`config.mk`:
```
export PLATFORM = sky130hd
export DESIGN_NAME = smartcase_buffer_search
export DESIGN_NICKNAME = d
export VERILOG_FILES = /design/src/design/sbs_pkg.sv /design/src/design/sbs_cell.sv /design/src/design/smartcase_buffer_search.sv
export SDC_FILE = /design/constraint.sdc
export NUM_CORES = 2
export LEC_CHECK = 0
export BUFFER_PORTS_ARGS = -buffer_cell sky130_fd_sc_hd__buf_2
export CAP_MARGIN = 10
export CORE_MARGIN = 3
export CORE_UTILIZATION = 60
export DETAILED_ROUTE_END_ITERATION = 7
export PLACE_DENSITY_LB_ADDON = 0.12
export RECOVER_POWER = 50
export REMOVE_ABC_BUFFERS = 1
export SLEW_MARGIN = 0
export SYNTH_ARGS = -nofsm -noshare
export SYNTH_HDL_FRONTEND = slang
export SYNTH_HIERARCHICAL = 1
export SYNTH_SLANG_ARGS = --single-unit
```
`constraint.sdc`:
```
create_clock -name clk -period 33.1 [get_ports clk]
set_clock_uncertainty 0.05 [all_clocks]
set_input_delay 6.62 -clock clk [delete_from_list [all_inputs] [get_ports clk]]
set_output_delay 6.62 -clock clk [all_outputs]
set_load 0.05 [all_outputs]
```
`src/design/sbs_pkg.sv`:
```
// ----------------------------------------------------------------------------
// sbs_pkg: shared types and constants
// Function and result codes, register map, default sizes, ASCII folding.
// ----------------------------------------------------------------------------
package sbs_pkg;

    localparam int SBS_PATTERN_MAX   = 64;
    localparam int SBS_POSITION_BITS = 32;

    typedef logic [1:0] func_t;
    localparam func_t FUNC_CLEAR = 2'd0;
    localparam func_t FUNC_PAT   = 2'd1;
    localparam func_t FUNC_TEXT  = 2'd2;
    localparam func_t FUNC_END   = 2'd3;

    typedef logic [1:0] kind_t;
    localparam kind_t KIND_SINGLE = 2'd0;
    localparam kind_t KIND_HIT    = 2'd1;
    localparam kind_t KIND_DONE   = 2'd2;

    typedef logic [2:0] reg_idx_t;
    localparam reg_idx_t REG_MODE    = 3'd0;
    localparam reg_idx_t REG_CURSOR  = 3'd1;
    localparam reg_idx_t REG_FORWARD = 3'd2;
    localparam reg_idx_t REG_WRAP    = 3'd3;
    localparam reg_idx_t REG_RSTART  = 3'd4;
    localparam reg_idx_t REG_REND    = 3'd5;
    localparam reg_idx_t REG_MAXHITS = 3'd6;

    function automatic logic is_upper(input logic [7:0] c);
        is_upper = (c >= 8'h41) && (c <= 8'h5A);
    endfunction

    function automatic logic [7:0] fold(input logic [7:0] c);
        fold = is_upper(c) ? (c + 8'd32) : c;
    endfunction

endpackage

```
`src/design/sbs_cell.sv`:
```
// ----------------------------------------------------------------------------
// sbs_cell: one slot of the search chain
// Holds one pattern byte and one text byte, both shifting to the next cell,
// and compares them with optional ASCII case folding.
// ----------------------------------------------------------------------------
module sbs_cell
(
    input  logic       clk,
    input  logic       pat_shift,
    input  logic [7:0] pat_in,
    input  logic       win_shift,
    input  logic [7:0] win_in,
    input  logic       active,
    input  logic       case_sens,
    output logic [7:0] pat_out,
    output logic [7:0] win_out,
    output logic       eq
);
    import sbs_pkg::*;

    logic [7:0] pat_reg;
    logic [7:0] win_reg;

    always_ff @(posedge clk)
    begin
        if (pat_shift)
        begin
            pat_reg <= pat_in;
        end
        if (win_shift)
        begin
            win_reg <= win_in;
        end
    end

    assign pat_out = pat_reg;
    assign win_out = win_reg;
    // slots beyond the pattern length always agree
    assign eq = !active ||
                (case_sens ? (pat_reg == win_reg) : (fold(pat_reg) == fold(win_reg)));

endmodule

```
`src/design/smartcase_buffer_search.sv`:
```
// ----------------------------------------------------------------------------
// smartcase_buffer_search: streaming smartcase substring search
// Pattern and text bytes shift through a chain of compare cells; matches
// feed next/previous candidates or find-all hits.
// ----------------------------------------------------------------------------
// Throughput: one beat per cycle, with or without a result, unless m_tready stalls.
// Pipeline: an accepted beat is registered in the front stage, then its result
//   in the result register; cell compare and AND reduction lie between them.
// Reset: rst_n clears control, registers to defaults, pattern length, text
//   position, candidates, hit count and overflow; cell data is not reset.
module smartcase_buffer_search
#(
    parameter int PATTERN_MAX   = sbs_pkg::SBS_PATTERN_MAX,
    parameter int POSITION_BITS = sbs_pkg::SBS_POSITION_BITS
)
(
    input  logic        clk,
    input  logic        rst_n,
    input  logic        s_tvalid,
    output logic        s_tready,
    input  logic [7:0]  s_tdata,   // [7:0] data_byte
    input  logic [1:0]  s_tuser,   // [1:0] func
    output logic        m_tvalid,
    input  logic        m_tready,
    output logic [87:0] m_tdata,   // found, wrapped, match_start[31:0],
                                   // match_end[31:0], hit_count[15:0], overflow
    output logic [1:0]  m_tuser,   // [1:0] kind
    input  logic        psel,
    input  logic        penable,
    input  logic        pwrite,
    input  logic [4:0]  paddr,
    input  logic [31:0] pwdata,
    output logic [31:0] prdata,
    output logic        pready
);
    import sbs_pkg::*;

    localparam int LW = $clog2(PATTERN_MAX + 1);
    localparam int PW = POSITION_BITS;
    localparam int CW = (PW > 32) ? PW : 32;

    // configuration
    logic        mode_reg;
    logic [31:0] cursor_reg;
    logic        fwd_reg;
    logic        wrap_reg;
    logic [31:0] rstart_reg;
    logic [31:0] rend_reg;
    logic [15:0] maxh_reg;

    reg_idx_t reg_idx;
    logic     cfg_wr;
    assign reg_idx = paddr[4:2];
    assign cfg_wr  = psel && penable && pwrite && pready;
    assign pready  = 1'b1;

    always_ff @(posedge clk or negedge rst_n)
    begin
        if (!rst_n)
        begin
            mode_reg   <= 1'b0;
            cursor_reg <= '0;
            fwd_reg    <= 1'b1;
            wrap_reg   <= 1'b1;
            rstart_reg <= '0;
            rend_reg   <= '1;
            maxh_reg   <= '1;
        end
        else if (cfg_wr)
        begin
            case (reg_idx)
                REG_MODE:    mode_reg   <= pwdata[0];
                REG_CURSOR:  cursor_reg <= pwdata;
                REG_FORWARD: fwd_reg    <= pwdata[0];
                REG_WRAP:    wrap_reg   <= pwdata[0];
                REG_RSTART:  rstart_reg <= pwdata;
                REG_REND:    rend_reg   <= pwdata;
                REG_MAXHITS: maxh_reg   <= pwdata[15:0];
                default:     ;
            endcase
        end
    end

    always_comb
    begin
        case (reg_idx)
            REG_MODE:    prdata = {31'd0, mode_reg};
            REG_CURSOR:  prdata = cursor_reg;
            REG_FORWARD: prdata = {31'd0, fwd_reg};
            REG_WRAP:    prdata = {31'd0, wrap_reg};
            REG_RSTART:  prdata = rstart_reg;
            REG_REND:    prdata = rend_reg;
            REG_MAXHITS: prdata = {16'd0, maxh_reg};
            default:     prdata = '0;
        endcase
    end

    // front stage: pattern/text loading
    func_t   in_func;
    logic [7:0] in_byte;
    assign in_func = s_tuser;
    assign in_byte = s_tdata;

    logic          s1_valid_reg;
    func_t         s1_func_reg;
    logic          s1_text_reg;
    logic [LW-1:0] plen_reg;
    logic          upper_reg;
    logic [PW-1:0] tpos_reg;
    logic          ovf_reg;
    logic          out_valid_reg;
    logic          out_free;
    logic          s2_go;
    logic          accept;
    logic          pat_shift;
    logic          win_shift;
    logic          pat_room;
    logic          pos_full;

    assign out_free  = !out_valid_reg || m_tready;
    assign s2_go     = s1_valid_reg && out_free;
    assign s_tready  = !s1_valid_reg || out_free;
    assign accept    = s_tvalid && s_tready;
    assign pat_room  = plen_reg < LW'(PATTERN_MAX);
    assign pos_full  = (tpos_reg == {PW{1'b1}});
    assign pat_shift = accept && (in_func == FUNC_PAT) && (tpos_reg == '0) && pat_room;
    assign win_shift = accept && (in_func == FUNC_TEXT) && !pos_full;

    always_ff @(posedge clk or negedge rst_n)
    begin
        if (!rst_n)
        begin
            s1_valid_reg <= 1'b0;
            s1_func_reg  <= FUNC_CLEAR;
            s1_text_reg  <= 1'b0;
            plen_reg     <= '0;
            upper_reg    <= 1'b0;
            tpos_reg     <= '0;
            ovf_reg      <= 1'b0;
        end
        else
        begin
            if (accept)
            begin
                s1_valid_reg <= 1'b1;
                s1_func_reg  <= in_func;
                s1_text_reg  <= win_shift;
                case (in_func)
                    FUNC_CLEAR:
                    begin
                        plen_reg  <= '0;
                        upper_reg <= 1'b0;
                        tpos_reg  <= '0;
                        ovf_reg   <= 1'b0;
                    end
                    FUNC_PAT:
                    begin
                        if (pat_shift)
                        begin
                            plen_reg <= plen_reg + LW'(1);
                            if (is_upper(in_byte))
                            begin
                                upper_reg <= 1'b1;
                            end
                        end
                        else if (tpos_reg == '0)
                        begin
                            ovf_reg <= 1'b1;
                        end
                    end
                    FUNC_TEXT:
                    begin
                        if (pos_full)
                        begin
                            ovf_reg <= 1'b1;
                        end
                        else
                        begin
                            tpos_reg <= tpos_reg + PW'(1);
                        end
                    end
                    default: ;
                endcase
            end
            else if (s2_go)
            begin
                s1_valid_reg <= 1'b0;
            end
        end
    end

    // cell chain: cell i holds pattern[len-1-i] and the text byte i beats back
    logic [7:0]             pat_q [PATTERN_MAX];
    logic [7:0]             win_q [PATTERN_MAX];
    logic [PATTERN_MAX-1:0] eq_vec;

    genvar gi;
    generate
        for (gi = 0; gi < PATTERN_MAX; gi++)
        begin : g_cell
            logic [7:0] pin;
            logic [7:0] win;
            if (gi == 0)
            begin : g_head
                assign pin = in_byte;
                assign win = in_byte;
            end
            else
            begin : g_body
                assign pin = pat_q[gi-1];
                assign win = win_q[gi-1];
            end
            sbs_cell u_cell
            (
                .clk       (clk),
                .pat_shift (pat_shift),
                .pat_in    (pin),
                .win_shift (win_shift),
                .win_in    (win),
                .active    (plen_reg > LW'(gi)),
                .case_sens (upper_reg),
                .pat_out   (pat_q[gi]),
                .win_out   (win_q[gi]),
                .eq        (eq_vec[gi])
            );
        end
    endgenerate

    // back stage: match decision and candidates
    logic          fac_v_reg, fov_v_reg, lbc_v_reg, lov_v_reg;
    logic [PW-1:0] fac_p_reg, fov_p_reg, lbc_p_reg, lov_p_reg;
    logic [15:0]   hits_reg;
    logic [15:0]   hits_next;
    logic [CW-1:0] tpos_x;
    logic [CW-1:0] len_x;
    logic [CW-1:0] start_x;
    logic          match;
    logic          hit;

    assign tpos_x  = CW'(tpos_reg);
    assign len_x   = CW'(plen_reg);
    assign start_x = tpos_x - len_x;
    assign match   = s1_valid_reg && (s1_func_reg == FUNC_TEXT) && s1_text_reg &&
                     (plen_reg != '0) && (tpos_x >= len_x) && (&eq_vec);
    assign hit     = match && mode_reg && (start_x >= CW'(rstart_reg)) &&
                     (start_x < CW'(rend_reg)) && (hits_reg < maxh_reg);

    assign hits_next = hits_reg + 16'd1;

    // single search pick
    logic          prim_v, fb_v;
    logic [PW-1:0] prim_p, fb_p;
    logic          sel_found, sel_wrapped;
    logic [PW-1:0] sel_p;
    logic [CW-1:0] sel_x;
    logic [CW-1:0] sel_end_x;

    assign prim_v      = fwd_reg ? fac_v_reg : lbc_v_reg;
    assign prim_p      = fwd_reg ? fac_p_reg : lbc_p_reg;
    assign fb_v        = fwd_reg ? fov_v_reg : lov_v_reg;
    assign fb_p        = fwd_reg ? fov_p_reg : lov_p_reg;
    assign sel_found   = prim_v || (wrap_reg && fb_v);
    assign sel_wrapped = !prim_v && wrap_reg && fb_v;
    assign sel_p       = prim_v ? prim_p : fb_p;
    assign sel_x       = CW'(sel_p);
    assign sel_end_x   = sel_x + len_x;

    always_ff @(posedge clk or negedge rst_n)
    begin
        if (!rst_n)
        begin
            fac_v_reg <= 1'b0;
            fov_v_reg <= 1'b0;
            lbc_v_reg <= 1'b0;
            lov_v_reg <= 1'b0;
            hits_reg  <= '0;
        end
        else if (s2_go)
        begin
            if (s1_func_reg == FUNC_CLEAR)
            begin
                fac_v_reg <= 1'b0;
                fov_v_reg <= 1'b0;
                lbc_v_reg <= 1'b0;
                lov_v_reg <= 1'b0;
                hits_reg  <= '0;
            end
            if (match)
            begin
                if ((start_x > CW'(cursor_reg)) && !fac_v_reg)
                begin
                    fac_v_reg <= 1'b1;
                end
                if (!fov_v_reg)
                begin
                    fov_v_reg <= 1'b1;
                end
                if (start_x < CW'(cursor_reg))
                begin
                    lbc_v_reg <= 1'b1;
                end
                lov_v_reg <= 1'b1;
            end
            if (hit)
            begin
                hits_reg <= hits_next;
            end
        end
    end

    always_ff @(posedge clk)
    begin
        if (s2_go && match)
        begin
            if ((start_x > CW'(cursor_reg)) && !fac_v_reg)
            begin
                fac_p_reg <= start_x[PW-1:0];
            end
            if (!fov_v_reg)
            begin
                fov_p_reg <= start_x[PW-1:0];
            end
            if (start_x < CW'(cursor_reg))
            begin
                lbc_p_reg <= start_x[PW-1:0];
            end
            lov_p_reg <= start_x[PW-1:0];
        end
    end

    // result register
    kind_t       out_kind_reg;
    logic        out_found_reg;
    logic        out_wrapped_reg;
    logic [31:0] out_start_reg;
    logic [31:0] out_end_reg;
    logic [15:0] out_count_reg;
    logic        out_ovf_reg;
    logic        is_end;
    logic        emit;

    assign is_end = (s1_func_reg == FUNC_END);
    assign emit   = s2_go && (hit || is_end);

    always_ff @(posedge clk or negedge rst_n)
    begin
        if (!rst_n)
        begin
            out_valid_reg <= 1'b0;
        end
        else if (emit)
        begin
            out_valid_reg <= 1'b1;
        end
        else if (m_tready)
        begin
            out_valid_reg <= 1'b0;
        end
    end

    always_ff @(posedge clk)
    begin
        if (emit)
        begin
            out_ovf_reg <= ovf_reg;
            if (hit)
            begin
                out_kind_reg    <= KIND_HIT;
                out_found_reg   <= 1'b0;
                out_wrapped_reg <= 1'b0;
                out_start_reg   <= start_x[31:0];
                out_end_reg     <= tpos_x[31:0];
                out_count_reg   <= hits_next;
            end
            else if (mode_reg)
            begin
                out_kind_reg    <= KIND_DONE;
                out_found_reg   <= 1'b0;
                out_wrapped_reg <= 1'b0;
                out_start_reg   <= '0;
                out_end_reg     <= '0;
                out_count_reg   <= hits_reg;
            end
            else
            begin
                out_kind_reg    <= KIND_SINGLE;
                out_found_reg   <= sel_found;
                out_wrapped_reg <= sel_wrapped;
                out_start_reg   <= sel_found ? sel_x[31:0] : 32'd0;
                out_end_reg     <= sel_found ? sel_end_x[31:0] : 32'd0;
                out_count_reg   <= '0;
            end
        end
    end

    assign m_tvalid = out_valid_reg;
    assign m_tuser  = out_kind_reg;
    assign m_tdata  = {5'd0, out_ovf_reg, out_count_reg, out_end_reg, out_start_reg,
                       out_wrapped_reg, out_found_reg};

    // checks
    a_plen_bound: assert property (@(posedge clk) disable iff (!rst_n)
        plen_reg <= LW'(PATTERN_MAX))
        else $error("pattern length beyond chain depth");

    a_hold_stage: assert property (@(posedge clk) disable iff (!rst_n)
        (s1_valid_reg && out_valid_reg && !m_tready) |=> s1_valid_reg)
        else $error("back stage dropped a beat under stall");

    a_wrap_found: assert property (@(posedge clk) disable iff (!rst_n)
        (out_valid_reg && out_wrapped_reg) |-> (out_found_reg && out_kind_reg == KIND_SINGLE))
        else $error("wrapped result without a single-search hit");

    a_no_text_pattern: assert property (@(posedge clk) disable iff (!rst_n)
        pat_shift |-> (tpos_reg == '0))
        else $error("pattern loaded after text");

endmodule

```
==> flow_summary_export.csv <==
group,metric,value,unit
timing,fmax,61.22,MHz
worst_setup_path,cpMostUsedCell,"clkbuf_1",
status,violations,"max-capacitance violations, max-slew violations",
clock_network,clk_pin_slew_worst_paths,0.06,ns
worst_setup_path,reg2reg_depth,16,
timing,tns,0,ns
min_path,holdPathEnd,"out_ovf_reg",
detailed_routing,via_per_inst,6.284,
placement,port_buffers,170,
worst_setup_path,cp_max_fo,39,
timing,slew_headroom,-164.2,%
worst_setup_path,worstPathCellList,"clkbuf_1, nor2b_1, clkbuf_1, a22oi_1, nor2_1, buf_2",
worst_setup_path,worstPathRequired,26.43,ns
detailed_routing,post-route-drc-count,0,
worst_setup_path,rrSetupSlack,22.77,ns
min_path,min_from,"ovf_reg",
clock_network,cts_tree,"yes",
worst_setup_path,cp-start-kind,"input pin",
synthesis,syn-cell-area,75880,um2
worst_setup_path,r2r_start,"upper_reg",
pwr,ir_worst_vdd,0.00005473,V
global_route,grt_pass1_wl,282900,um
floorplanning,core-area,124600,um2
pwr,p_per_area,58.43,nW/um2
clock_network,cts_buffers,150,
clock_network,clk_latency,0.78,ns
clock_network,clock_path_buffers,3,
global_route,grtUsageTotal,27.32,%
finish,drive_above_1_share,10.43,%
synthesis,avgSynthCellArea,12.08,um2
global_route,grt_max_degree,179,
timing,rsz0062_at_grt,"false",
finish,fillCellCount,9118,
finish,multi_input_area,32590,um2
timing,finalWorstPathRequiredPeriod,16.33,ns
worst_setup_path,slowest_stage,"clkbuf_1",
global_route,grt_remaining_overflow,0,
clock_network,cts_root_buf,"clkbuf_16",
clock_network,clock_sinks,1418,
floorplanning,rows,129,
timing,whs,0.4118,ns
floorplanning,die-area,130800,um2
worst_setup_path,end_kind,"output pin",
synthesis,synth_cell_types,83,
pwr,leakage,29.82,nW
floorplanning,initial_core_util,60.89,%
timing,setup_viol,0,
min_path,hold_depth,0,
detailed_routing,drt_pre_antenna_iters,5,
synthesis,async_flop_share,12.76,%
clock_network,ctsHoldBuffers,0,
status,status,"complete, but fails checks",
synthesis,synth_edf_count,1237,
detailed_routing,wirelength,180000,um
worst_setup_path,critPathLaunch,"paddr[4]",
synthesis,synth_top_area_cell,"edfxtp_1",
finish,area_growth,9.957,%
synthesis,synth_flop_cell,"edfxtp_1",
synthesis,yosysMostFrequentCell,"edfxtp_1",
timing,hold_violations,0,
synthesis,synthTopCellsByArea,"edfxtp_1, xor2_1, ha_1",
synthesis,synth_top_area_share,48.96,%
placement,dp_hpwl,126500,um
timing,slew_viol_final,454,
finish,regArea,41740,um2
synthesis,synth_cells,6283,
global_route,antenna_found_initial,10,
worst_setup_path,r2r_end,"out_count_reg[2]",
floorplanning,die_h,361.6,um
worst_setup_path,arrival,9.66,ns
detailed_routing,drt_iter0_markers,4310,
finish,finalNetCount,6869,
clock_network,cts-htree-levels,4,
worst_setup_path,max_stage_delay,1.61,ns
finish,utilization,66.96,%
detailed_routing,vias,52250,
job,cap_violations,10,
timing,tightestPinTransition,3.963,ns
detailed_routing,antenna_left,0,
synthesis,ys_seq_area_share,55.01,%
min_path,hold_class,"flop to flop",
floorplanning,die-width,361.6,um
clock_network,post_cts_resized,0,
placement,place.gp.congestion,0.9118,
floorplanning,ios,179,
worst_setup_path,path_class,"input pin to output pin",
pwr,total_power,4.875,mW
timing,fin_crit_sh,49.35,%
synthesis,synth_seq_cells,1418,
detailed_routing,avgRoutedWirePerCell,21.65,um
global_route,grt_pass1_vias,50830,
synthesis,ys_warn_count,6,
clock_network,post_cts_buffers,0,
synthesis,synth_common_cells,"edfxtp_1, nand2_1, xor2_1",
final cells by class:
| type | count | share of cell area [%] |
|---|---|---|
| inverter | 278 | 1.251 |
| clock buffer | 193 | 4.941 |
| antenna | 5 | 0.01500 |
| multi-input combinational | 4463 | 39.06 |
| clock inverter | 81 | 0.7273 |
| tap | 1637 | 2.455 |
| sequential | 1418 | 50.03 |
| timing repair buffer | 239 | 1.513 |
power breakdown:
group	switching, mW	leakage (nW)	internal, mW
logic	0.718	14.1	0.358
clock network	0.695	2.33	0.928
registers	0.0889	13.4	2.09
routing by layer:
layer	track usage (%)	wire length (um)	share of wire, %
met4	9.587	5864	3.3
met1	36.85	75820	42
met2	44.00	84330	47
met3	6.062	13950	7.7
met5	0	48	0.027
per-stage QoR:
stage	instances	cell area [um2]	setup slack, ns
after floorplan	6159	75340	-0.8849
after global placement	8035	78860	17.57
after detailed placement	8035	78860	17.60
after CTS	8309	83590	17.57
after global routing	8309	83420	16.73
final	8314	83430	16.77
worst max-delay path by stage:
stage	end	slack, ns	depth (start not counted)
5_1_grt	prdata[31]	16.73	6
6_report	prdata[31]	16.77	6
2_1_floorplan	tpos_reg[2]	-0.88	6
4_1_cts	prdata[0]	17.57	6
3_3_place_gp	prdata[0]	17.57	6
3_5_place_dp	prdata[0]	17.60	6
cell families (layout without fill, tap and decap cells):
group,Yosys count,count (layout),share of synthesized area (%)
and+or+nand+nor,1915,1915,12.57
DFF,1418,1418,55.01
AOI/OAI and AO/OA,1278,1278,12.73
xor gates and xnor gates,780,780,10.16
buffers and inverters,406,791,2.099
adders and majority gates,265,265,4.390
muxes,219,219,3.026
other,2,11,0.009898
cells in the final DEF, fill, tap and decap left out, drive strengths merged, types with 66 or more instances in the layout:
| cell type | count |
|---|---|
| nand2 | 644 |
| or4 | 203 |
| mux2i | 145 |
| dfrtp | 131 |
| o21a | 69 |
| nor2 | 392 |
| o21ai | 307 |
| or2 | 71 |
| inv | 285 |
| o21bai | 66 |
| edfxtp | 1237 |
| a211oi | 81 |
| nor3 | 98 |
| mux2 | 73 |
| nor2b | 87 |
| nor4 | 214 |
| xnor2 | 294 |
| buf | 196 |
| o41ai | 131 |
| xor2 | 422 |
| o22ai | 69 |
| clkbuf | 236 |
| ha | 263 |
| a21oi | 218 |
worst max-delay path: cells and delay by family:
kind | cells | cell delay [ns]
buffers and inverters | 3 | 2.37
AO/OA/AOI/OAI | 1 | 0.43
AND/OR/NAND/NOR | 2 | 0.20
No activity file was read; power rests on OpenSTA's default activity.
